[src/rtl/orol_pkg.sv]
`timescale 1ns / 1ps
// shared types, sizes and helpers for the overwrite ring offset lookup unit
// no dependencies
package orol_pkg;

    localparam int DEPTH     = 16;
    localparam int SIZE_BITS = 16;

    localparam int IDX_W  = (DEPTH > 1) ? $clog2(DEPTH) : 1;
    localparam int CNT_W  = $clog2(DEPTH + 1);
    localparam int BASE_W = SIZE_BITS + IDX_W + 1;
    localparam int OFF_W  = 20;
    localparam int CMP_W  = ((BASE_W > OFF_W) ? BASE_W : OFF_W) + 1;
    localparam int HDL_W  = 32;
    localparam int ENT_W  = HDL_W + SIZE_BITS;

    localparam logic REQ_ADD  = 1'b0;
    localparam logic REQ_FIND = 1'b1;

    typedef logic [IDX_W-1:0]     t_idx;
    typedef logic [CNT_W-1:0]     t_cnt;
    typedef logic [BASE_W-1:0]    t_base;
    typedef logic [SIZE_BITS-1:0] t_size;

    typedef struct packed {
        logic        req_type;
        logic [31:0] new_handle;
        logic [15:0] new_size;
        logic [19:0] byte_offset;
    } t_req;

    typedef struct packed {
        logic        evicted;
        logic [31:0] evicted_handle;
        logic        found;
        logic [31:0] hit_handle;
        logic [15:0] hit_size;
        logic [15:0] offset_in_entry;
    } t_rsp;

    function automatic t_idx next_idx(input t_idx i);
        return (i == IDX_W'(DEPTH - 1)) ? '0 : (i + t_idx'(1));
    endfunction

endpackage

[src/rtl/orol_ram.sv]
`timescale 1ns / 1ps
// generic single write port, single read port ram with registered read
// no dependencies
module orol_ram #(
    parameter int WIDTH = 8,
    parameter int DEPTH = 16,
    localparam int AW   = (DEPTH > 1) ? $clog2(DEPTH) : 1
) (
    input  logic             i_clk,
    input  logic             i_wr_en,
    input  logic [AW-1:0]    i_wr_addr,
    input  logic [WIDTH-1:0] i_wr_data,
    input  logic             i_rd_en,
    input  logic [AW-1:0]    i_rd_addr,
    output logic [WIDTH-1:0] o_rd_data
);

    logic [WIDTH-1:0] r_mem [DEPTH];
    logic [WIDTH-1:0] r_rd_data;

    always_ff @(posedge i_clk) begin
        if (i_wr_en) begin
            r_mem[i_wr_addr] <= i_wr_data;
        end
        if (i_rd_en) begin
            r_rd_data <= r_mem[i_rd_addr];
        end
    end

    assign o_rd_data = r_rd_data;

endmodule

[src/rtl/overwrite_ring_offset_lookup_unit.sv]
`timescale 1ns / 1ps
// an add goes through S_ADD and S_DONE to the result register; a find goes through S_FIND,
// where it walks k (1..DEPTH) entries, one ram read per cycle, and then S_DONE; an empty ring
// goes straight from acceptance to S_DONE. one request is in work at a time: the next is
// accepted once the unit is back in S_IDLE; the result register lets it in while a result
// waits. synchronous active-low reset empties the ring, not the ram.
// top level of the overwrite ring offset lookup unit, uses orol_pkg and orol_ram
module overwrite_ring_offset_lookup_unit
    import orol_pkg::*;
(
    input  logic i_clk,
    input  logic i_rst_n,
    input  logic i_req_valid,
    output logic o_req_ready,
    input  t_req i_req,
    output logic o_rsp_valid,
    input  logic i_rsp_ready,
    output t_rsp o_rsp
);

    typedef enum logic [1:0] {
        S_IDLE,
        S_ADD,
        S_FIND,
        S_DONE
    } t_state;

    t_state r_state, n_state;
    t_idx   r_wr_idx, n_wr_idx;
    t_idx   r_rd_idx, n_rd_idx;
    logic   r_full, n_full;
    t_req   r_req, n_req;
    t_idx   r_idx, n_idx;
    t_cnt   r_left, n_left;
    t_base  r_base, n_base;
    t_rsp   r_res, n_res;
    logic   r_out_valid, n_out_valid;
    t_rsp   r_out, n_out;

    logic             ram_wr_en;
    t_idx             ram_wr_addr;
    logic [ENT_W-1:0] ram_wr_data;
    logic             ram_rd_en;
    t_idx             ram_rd_addr;
    logic [ENT_W-1:0] ram_rd_data;

    logic [HDL_W-1:0] rd_handle;
    t_size            rd_size;
    t_cnt             count;
    logic             accept;
    logic [CMP_W-1:0] span_end;
    logic [CMP_W-1:0] off_ext;
    logic [CMP_W-1:0] off_diff;
    t_idx             rd_nxt;
    t_idx             wr_nxt;

    orol_ram #(
        .WIDTH (ENT_W),
        .DEPTH (DEPTH)
    ) u_ram (
        .i_clk     (i_clk),
        .i_wr_en   (ram_wr_en),
        .i_wr_addr (ram_wr_addr),
        .i_wr_data (ram_wr_data),
        .i_rd_en   (ram_rd_en),
        .i_rd_addr (ram_rd_addr),
        .o_rd_data (ram_rd_data)
    );

    assign rd_handle = ram_rd_data[ENT_W-1:SIZE_BITS];
    assign rd_size   = ram_rd_data[SIZE_BITS-1:0];

    assign o_req_ready = (r_state == S_IDLE);
    assign accept      = i_req_valid && o_req_ready;

    assign count = r_full ? CNT_W'(DEPTH) :
                   (r_wr_idx >= r_rd_idx) ? (CNT_W'(r_wr_idx) - CNT_W'(r_rd_idx)) :
                   (CNT_W'(DEPTH) - (CNT_W'(r_rd_idx) - CNT_W'(r_wr_idx)));

    assign span_end = CMP_W'(r_base) + CMP_W'(rd_size);
    assign off_ext  = CMP_W'(r_req.byte_offset);
    assign off_diff = off_ext - CMP_W'(r_base);

    always_comb begin
        n_state     = r_state;
        n_wr_idx    = r_wr_idx;
        n_rd_idx    = r_rd_idx;
        n_full      = r_full;
        n_req       = r_req;
        n_idx       = r_idx;
        n_left      = r_left;
        n_base      = r_base;
        n_res       = r_res;
        n_out_valid = r_out_valid;
        n_out       = r_out;
        ram_wr_en   = 1'b0;
        ram_wr_addr = r_wr_idx;
        ram_wr_data = {r_req.new_handle, SIZE_BITS'(r_req.new_size)};
        ram_rd_en   = 1'b0;
        ram_rd_addr = r_rd_idx;
        rd_nxt      = r_rd_idx;
        wr_nxt      = next_idx(r_wr_idx);

        if (r_out_valid && i_rsp_ready) begin
            n_out_valid = 1'b0;
        end

        unique case (r_state)
            S_IDLE: begin
                if (accept) begin
                    n_req = i_req;
                    n_res = '0;
                    if (i_req.req_type == REQ_ADD) begin
                        ram_rd_en = 1'b1;
                        n_state   = S_ADD;
                    end else begin
                        n_base = '0;
                        n_idx  = r_rd_idx;
                        n_left = count;
                        if (count == '0) begin
                            n_state = S_DONE;
                        end else begin
                            ram_rd_en = 1'b1;
                            n_state   = S_FIND;
                        end
                    end
                end
            end
            S_ADD: begin
                ram_wr_en = 1'b1;
                n_res     = '0;
                if (r_full) begin
                    n_res.evicted        = 1'b1;
                    n_res.evicted_handle = rd_handle;
                    rd_nxt               = next_idx(r_rd_idx);
                end
                n_rd_idx = rd_nxt;
                n_wr_idx = wr_nxt;
                n_full   = (wr_nxt == rd_nxt);
                n_state  = S_DONE;
            end
            S_FIND: begin
                if (off_ext < span_end) begin
                    n_res.found           = 1'b1;
                    n_res.hit_handle      = rd_handle;
                    n_res.hit_size        = 16'(rd_size);
                    n_res.offset_in_entry = off_diff[15:0];
                    n_state               = S_DONE;
                end else begin
                    n_base = BASE_W'(span_end);
                    if (r_left == CNT_W'(1)) begin
                        n_state = S_DONE;
                    end else begin
                        n_left      = r_left - CNT_W'(1);
                        n_idx       = next_idx(r_idx);
                        ram_rd_addr = next_idx(r_idx);
                        ram_rd_en   = 1'b1;
                    end
                end
            end
            S_DONE: begin
                if (!r_out_valid || i_rsp_ready) begin
                    n_out       = r_res;
                    n_out_valid = 1'b1;
                    n_state     = S_IDLE;
                end
            end
            default: begin
                n_state = S_IDLE;
            end
        endcase
    end

    always_ff @(posedge i_clk) begin
        if (!i_rst_n) begin
            r_state     <= S_IDLE;
            r_wr_idx    <= '0;
            r_rd_idx    <= '0;
            r_full      <= 1'b0;
            r_out_valid <= 1'b0;
        end else begin
            r_state     <= n_state;
            r_wr_idx    <= n_wr_idx;
            r_rd_idx    <= n_rd_idx;
            r_full      <= n_full;
            r_out_valid <= n_out_valid;
        end
        r_req  <= n_req;
        r_idx  <= n_idx;
        r_left <= n_left;
        r_base <= n_base;
        r_res  <= n_res;
        r_out  <= n_out;
    end

    assign o_rsp_valid = r_out_valid;
    assign o_rsp       = r_out;

endmodule

[config.mk]
export PLATFORM = sky130hd
export DESIGN_NAME = overwrite_ring_offset_lookup_unit
export DESIGN_NICKNAME = d
export VERILOG_FILES = /design/src/rtl/orol_pkg.sv /design/src/rtl/orol_ram.sv /design/src/rtl/overwrite_ring_offset_lookup_unit.sv
export SDC_FILE = /design/constraint.sdc
export NUM_CORES = 1
export LEC_CHECK = 0
export BUFFER_PORTS_ARGS = -buffer_cell sky130_fd_sc_hd__buf_2
export CAP_MARGIN = 20
export CORE_MARGIN = 5
export CORE_UTILIZATION = 30
export DETAILED_ROUTE_END_ITERATION = 10
export PLACE_DENSITY_LB_ADDON = 0.08
export SYNTH_ARGS = -nofsm -noshare
export SYNTH_HDL_FRONTEND = slang
export SYNTH_SLANG_ARGS = --single-unit
[constraint.sdc]
create_clock -name i_clk -period 11.96 [get_ports i_clk]
set_input_delay 0.598 -clock i_clk [delete_from_list [all_inputs] [get_ports i_clk]]
set_output_delay 0.598 -clock i_clk [all_outputs]
set_load 0.005 [all_outputs]
==> metrics, run 1 <==
GR Layer Usage met3=2.44%; first-pass GRT wire length=166000 um; GR Util met1=21.4%; Cell variety after synth=59; R2R Path End=u_ram.o_rd_data[2]$_DFFE_PP_; Synth-to-Final Area Change=16.6%; Max VDD drop=0.221 mV; CTS Buf Count=120; 1st-iter DRT viols=1262; Setup crit end kind=flip-flop; period utilization=64.6%; number of enable flip-flop cells after synthesis=1110; number of remaining DRC errors=0; Critical Path Start Type=flip-flop; # Post-CTS Setup Buffers=0; die height=391 um; crit path launch=r_base[1]$_SDFFCE_PN0P_; switching share of power=31.0%; Synthesis Warnings=0; total global routing overflow=0; vias in the first global route=23100; clk buf depth=3; internal power=8.25 mW; WP data required=12.38 ns; Die Wd=391 um; share of cells above drive strength 1=15.0%; Placed Cells incl. Taps=4450; combinational power share=23.4%; setup TNS=0 ns; CTS tree=yes; maximum clock frequency=130 MHz; # setup viols final=0; DR vias=22300; vias per cell=4.73; RD Place Congestion=0.743; Main synth FF type=edfxtp_1; crit-path max FO=50; drt total wl=116000 um; DP HPWL=64000 um; Seq cells post-synth=1122; setup slack, reg-to-reg=4.24 ns; worst-case reg-to-reg path depth=20; Net Switching=3.70 mW; initial antenna violation count=10; clk root buf=clkbuf_16; GR Layer Usage met2=23.8%; Clock Latency Late Sink=0.73 ns; unrepaired setup endpoints after global routing=false; register area share after synthesis=77.2%; share of total power in sequential cells=47.4%; pre-CTS setup slack=4.11 ns; Ports=173; Max Cap Viol=0; asr flop ratio synth=0%; Die ar.=153000 um2; Final Non-Filler Cells=4717; NumNets Final=2854; Post-Synthesis Cells=2444; Core Area=144000 um2; Tightest Pin Transition=1.12 ns; CTS Sinks=1122; Reg2Reg Launch Point=r_base[1]$_SDFFCE_PN0P_; fin. max-slew vios=0; Leak Pwr=19.2 nW; clk slew on worst S/H paths=0.06 ns; final hold vios=0; Tmin final=7.72 ns; status=finished, final reports clean; CP Class=flip-flop to flip-flop; Final ANT Viol Nets=0; PwrDens=235 nW/um2; Clk pwr share=29.2%; largest net degree at the start of global routing=140; CP arrival=8.14 ns; Cell Area, Synth=43500 um2; Synth Net Count=2586; htree depth=3; Worst Skew=0.0299 ns; Mean Syn Cell Area=17.8 um2; drt pass-1 iters=5; Port Buffer Count=172; WL/cell=24.5 um; GRT busiest layer=met2; overall routing resource usage=15.0%; Setup crit end=u_ram.o_rd_data[2]$_DFFE_PP_; Max-slew headroom=25.3%; initial core utilization=30.2%; hold crit path type=input port to flip-flop; fin worst setup slack=4.24 ns; row count=139
-- worst min path at each step --
stage | from | endpoint | cells past startpoint
after floorplan | r_res[0]$_SDFFCE_PN0P_ | o_rsp[0]$_DFFE_PP_ | 0
after global placement | r_res[9]$_SDFFCE_PN0P_ | o_rsp[9]$_DFFE_PP_ | 0
after detailed placement | r_res[21]$_SDFFCE_PN0P_ | o_rsp[21]$_DFFE_PP_ | 0
after CTS | i_req[20] | r_req[20]$_DFFE_PP_ | 1
after global routing | i_req[1] | off_ext[1]$_DFFE_PP_ | 1
final | i_req[1] | off_ext[1]$_DFFE_PP_ | 1
-- metal layers --
| layer | part of all wire [%] | wire (um) |
|---|---|---|
| met4 | 1.8 | 2100 |
| met3 | 4.5 | 5200 |
| met1 | 48 | 55500 |
| met2 | 46 | 52900 |
| met5 | 0 | 0 |
-- cell families (layout without fill, tap and decap cells) --
family                   count (synthesis)  count (layout)  synth area share, %
AO/OA/AOI/OAI                          334             334                 4.87
other                                    0               3                    0
XOR/XNOR                                42              42                0.845
flip-flops                            1122            1122                 77.2
buffers and inverters                  151             518                 1.69
multiplexers                           395             395                 9.12
AND/OR/NAND/NOR                        331             331                 4.28
adder cells (fa/ha/maj)                 69              69                 2.04
-- through the flow --
step                power (mW)  hold WS [ns]  cell area [um2]  utilization [%]
global route              12.6        0.0144            50700             35.3
finish                    11.9        0.0702            50700             35.3
detailed placement        8.59         0.405            46600             32.4
CTS                       12.1       0.00101            50700             35.3
floorplan                 7.48         0.400            43500                -
global placement          8.55         0.403            46600             32.4
-- final cells by class --
class                      count  area, um2
fill                       13600      93100
clock inverter                67        488
clock buffer                 154       3170
timing repair buffer         257       1640
tap                         1903       2380
inverter                      40        150
sequential                  1122      33600
antenna                        3       7.51
multi-input combinational   1171       9330
-- cells in the final DEF, fill, tap and decap left out, drive strengths merged, types with 38 or more instances in the layout --
master	n
clkinv	52
nand2	43
buf	214
nor2	60
or4	47
edfxtp	1110
clkbuf	154
mux2i	389
a21oi	38
inv	46
o22ai	193
and2	71
dlygate4sd3	43
ha	66
-- cells in the mapped netlist, types with 4 or more instances --
library cell | instances | area (um2)
edfxtp_1 | 1110 | 33300
mux2i_1 | 388 | 3880
o22ai_1 | 193 | 1210
and2_1 | 71 | 444
ha_1 | 66 | 826
nor2_1 | 60 | 225
or4_1 | 47 | 353
buf_2 | 44 | 220
clkbuf_1 | 43 | 161
nand2_1 | 42 | 158
inv_1 | 40 | 150
a21oi_1 | 38 | 190
and3_1 | 36 | 225
o21ai_0 | 28 | 140
xnor2_1 | 23 | 201
xor2_1 | 19 | 166
a21o_1 | 18 | 135
buf_4 | 16 | 120
nor3_1 | 15 | 75.1
nand3_1 | 14 | 70.1
dfxtp_1 | 12 | 240
a31oi_1 | 11 | 68.8
nor2b_1 | 9 | 56.3
a211oi_1 | 7 | 52.6
buf_6 | 7 | 78.8
nand2b_1 | 7 | 43.8
o211ai_1 | 6 | 45.0
mux2_2 | 5 | 56.3
a211o_1 | 4 | 35.0
nand3b_1 | 4 | 30.0
nand4_1 | 4 | 25.0
nor3b_1 | 4 | 30.0
o21bai_1 | 4 | 30.0
or3_1 | 4 | 25.0
-- critical path: stages, from the launching register on --
cell and delay [ns]:
edfxtp_1 0.49, ha_1 0.36, a211o_1 0.30, a211oi_1 0.32, nor3_1 0.13, o21ai_0 0.33
o21bai_1 0.15, a21oi_1 0.23, nor3b_1 0.10, xnor2_1 0.15, ha_1 0.29, o22ai_1 0.12
a2111oi_2 0.22, o2111ai_1 0.28, nor2_1 0.75, mux2i_4 0.48, buf_4 0.77, buf_4 0.80
mux2i_1 0.26, o22ai_1 0.10, or4_1 0.67
-- flip-flops by register name, indices dropped and copies added, names as in the netlist, 2 cells and up --
| name | cells |
|---|---|
| r_wr_idx | 4 |
| r_base | 21 |
| r_req | 48 |
| r_res | 98 |
| r_state | 2 |
| r_rd_idx | 4 |
| o_rsp | 98 |
| off_ext | 20 |
| r_left | 5 |
| u_ram.r_mem | 768 |
| u_ram.o_rd_data | 48 |
| r_idx | 4 |
-- timing repair --
| item | in CTS | in global routing |
|---|---|---|
| hold buffers | 43 | 0 |
| resized for setup | 0 | 0 |
| endpoints found under the hold margin | 43 | 0 |
-- power by group through the flow --
stage	Clock [mW]	Combinational [mW]	Sequential (mW)
after floorplan	0	1.95	5.53
final	3.49	2.79	5.67
after global placement	0	2.82	5.73
after detailed placement	0	2.84	5.75
after CTS	3.61	2.86	5.67
after global routing	3.78	3.11	5.74
Note: power is estimated with default switching activity, not from simulation.
==> run 2, diff against run 1 <==
- clock period: 11.96 -> 6.18 ns (I/O delays scaled with it)
==> metrics, run 2 (synthesized netlist as in run 1, its figures left out) <==
DR vias=22800; largest net degree at the start of global routing=68; Tmin final=5.90 ns; CTS Buf Count=130; WL/cell=24.4 um; fin. max-slew vios=0; Core Area=144000 um2; Most flops, register=u_ram.r_mem; worst path buffer plus inverter count=3; Critical Path Start Type=flip-flop; drt pass-1 iters=5; pre-CTS setup slack=0.0215 ns; Clock Latency Late Sink=0.74 ns; vias per cell=4.74; vias in the first global route=23500; 1st-iter DRT viols=1415; clk buf depth=3; WP data required=6.60 ns; Final Core Density=36.3%; Leak Pwr=19.9 nW; row count=139; Setup crit end kind=flip-flop; max reg flops=768; Ports=173; Placed Cells incl. Taps=4506; most used cell, CP=a21o_1; htree depth=4; first-pass GRT wire length=168000 um; Worst Skew=0.0207 ns; Setup crit end=u_ram.o_rd_data[2]$_DFFE_PP_; CP Class=flip-flop to flip-flop; CP arrival=6.32 ns; maximum clock frequency=170 MHz; n_diodes=0; crit-path max FO=26; top cell family by delay on the critical path=compound AO/OA/AOI/OAI gates; share of cells above drive strength 1=17.1%; Port Buffer Count=172; final hold vios=0; crit path launch=r_base[0]$_SDFFCE_PN0P_; Max Cap Viol=0; RD Place Congestion=0.739; Final Non-Filler Cells=4810; PwrDens=460 nW/um2; setup slack, reg-to-reg=0.28 ns; Die ar.=153000 um2; Fill cells=13500; most frequent cells in the layout=edfxtp_1, mux2i_1, o22ai_1; Tightest Pin Transition=1.05 ns; worst hold margin=0.124 ns; NumNets Final=2954; hold path depth=5; most common library cell in the layout ignoring fill and taps=edfxtp_1; total global routing overflow=0; largest stage delay on the critical path=0.70 ns; worst-case reg-to-reg path depth=23; status=finished, final reports clean; hold crit path type=input port to flip-flop; Die Wd=391 um; fin worst setup slack=0.281 ns; total power=24.0 mW; Synth-to-Final Area Change=19.9%; # setup viols final=0; number of remaining DRC errors=0; die height=391 um; initial core utilization=30.2%; drt total wl=117000 um; CTS Sinks=1122; CTS tree=yes; worst-path cell chain=ha_1 > fa_1 > a211oi_2 > o211ai_1 > nand4_1 > nand2_1 > a21o_1 > a21oi_1 > xor2_1 > ha_1 > a21o_1 > a21o_1 > a21o_1 > a211o_1 > a31oi_1 > buf_4 > or2_1 > buf_4 > mux2_4 > nand2_2 > buf_12 > o22ai_1 > or4_1; clk root buf=clkbuf_16; Reg2Reg Launch Point=r_base[0]$_SDFFCE_PN0P_; Final ANT Viol Nets=0; Max-slew headroom=29.9%; overall routing resource usage=15.2%; Stages on worst setup path=23; R2R Path End=u_ram.o_rd_data[2]$_DFFE_PP_; slowest CP cell=or4_1; initial antenna violation count=3; clk slew on worst S/H paths=0.06 ns; DP HPWL=69600 um; period utilization=95.4%; Max VDD drop=0.279 mV
==> run 2: metrics by stage <==
step                      cell area (um2)  setup TNS [ns]
after CTS                           52100               0
after floorplan                     43500               0
after global placement              47300               0
after global routing                52200        -0.00238
final                               52200               0
after detailed placement            47300               0
==> run 2: tightest hold or removal path, cell delays in order <==
cell	delay [ns]
buf_2	0.13
nand2_1	0.07
o22ai_1	0.10
mux2_2	0.17
nor2_1	0.03
==> run 2: how the worst min path moves through the flow <==
stage | startpoint | end | slack (ns)
2_1_floorplan | r_res[0]$_SDFFCE_PN0P_ | o_rsp[0]$_DFFE_PP_ | 0.40
3_3_place_gp | r_res[8]$_SDFFCE_PN0P_ | o_rsp[8]$_DFFE_PP_ | 0.40
3_5_place_dp | r_res[15]$_SDFFCE_PN0P_ | o_rsp[15]$_DFFE_PP_ | 0.40
4_1_cts | i_req[68] | r_state[0]$_SDFFE_PN0P_ | 0.04
5_1_grt | i_req[68] | r_state[0]$_SDFFE_PN0P_ | 0.11
6_report | i_req[68] | r_state[0]$_SDFFE_PN0P_ | 0.12
==> run 2: timing repair <==
action,4_1_cts,5_1_grt
hold buffers,70,0
resized for setup,0,6
hold endpoints to repair,74,0
endpoints found under the setup margin,0,48
setup buffers,0,6
==> run 2: final cells by class <==
type,instances,area [um2],share of cell area (%)
timing repair buffer,347,2680,5.14
tap,1903,2380,4.56
clock buffer,171,3580,6.86
multi-input combinational,1171,9340,17.9
inverter,40,150,0.288
clock inverter,56,463,0.887
sequential,1122,33600,64.4
==> run 2: report_power, final <==
part	leakage, nW	internal (mW)	switching (mW)	total, mW
registers	10.3	10.1	0.893	11.0
logic	7.68	2.24	3.42	5.66
clock network	1.96	4.35	2.99	7.33
==> run 2: metal layers <==
| layer | vias up | track usage, % | wire length (um) |
|---|---|---|---|
| li1 | 10400 | - | - |
| met2 | 429 | 24.8 | 55300 |
| met3 | 155 | 2.68 | 4520 |
| met5 | - | 0 | 0 |
| met4 | 0 | 4.20 | 2370 |
| met1 | 11800 | 21.1 | 55400 |
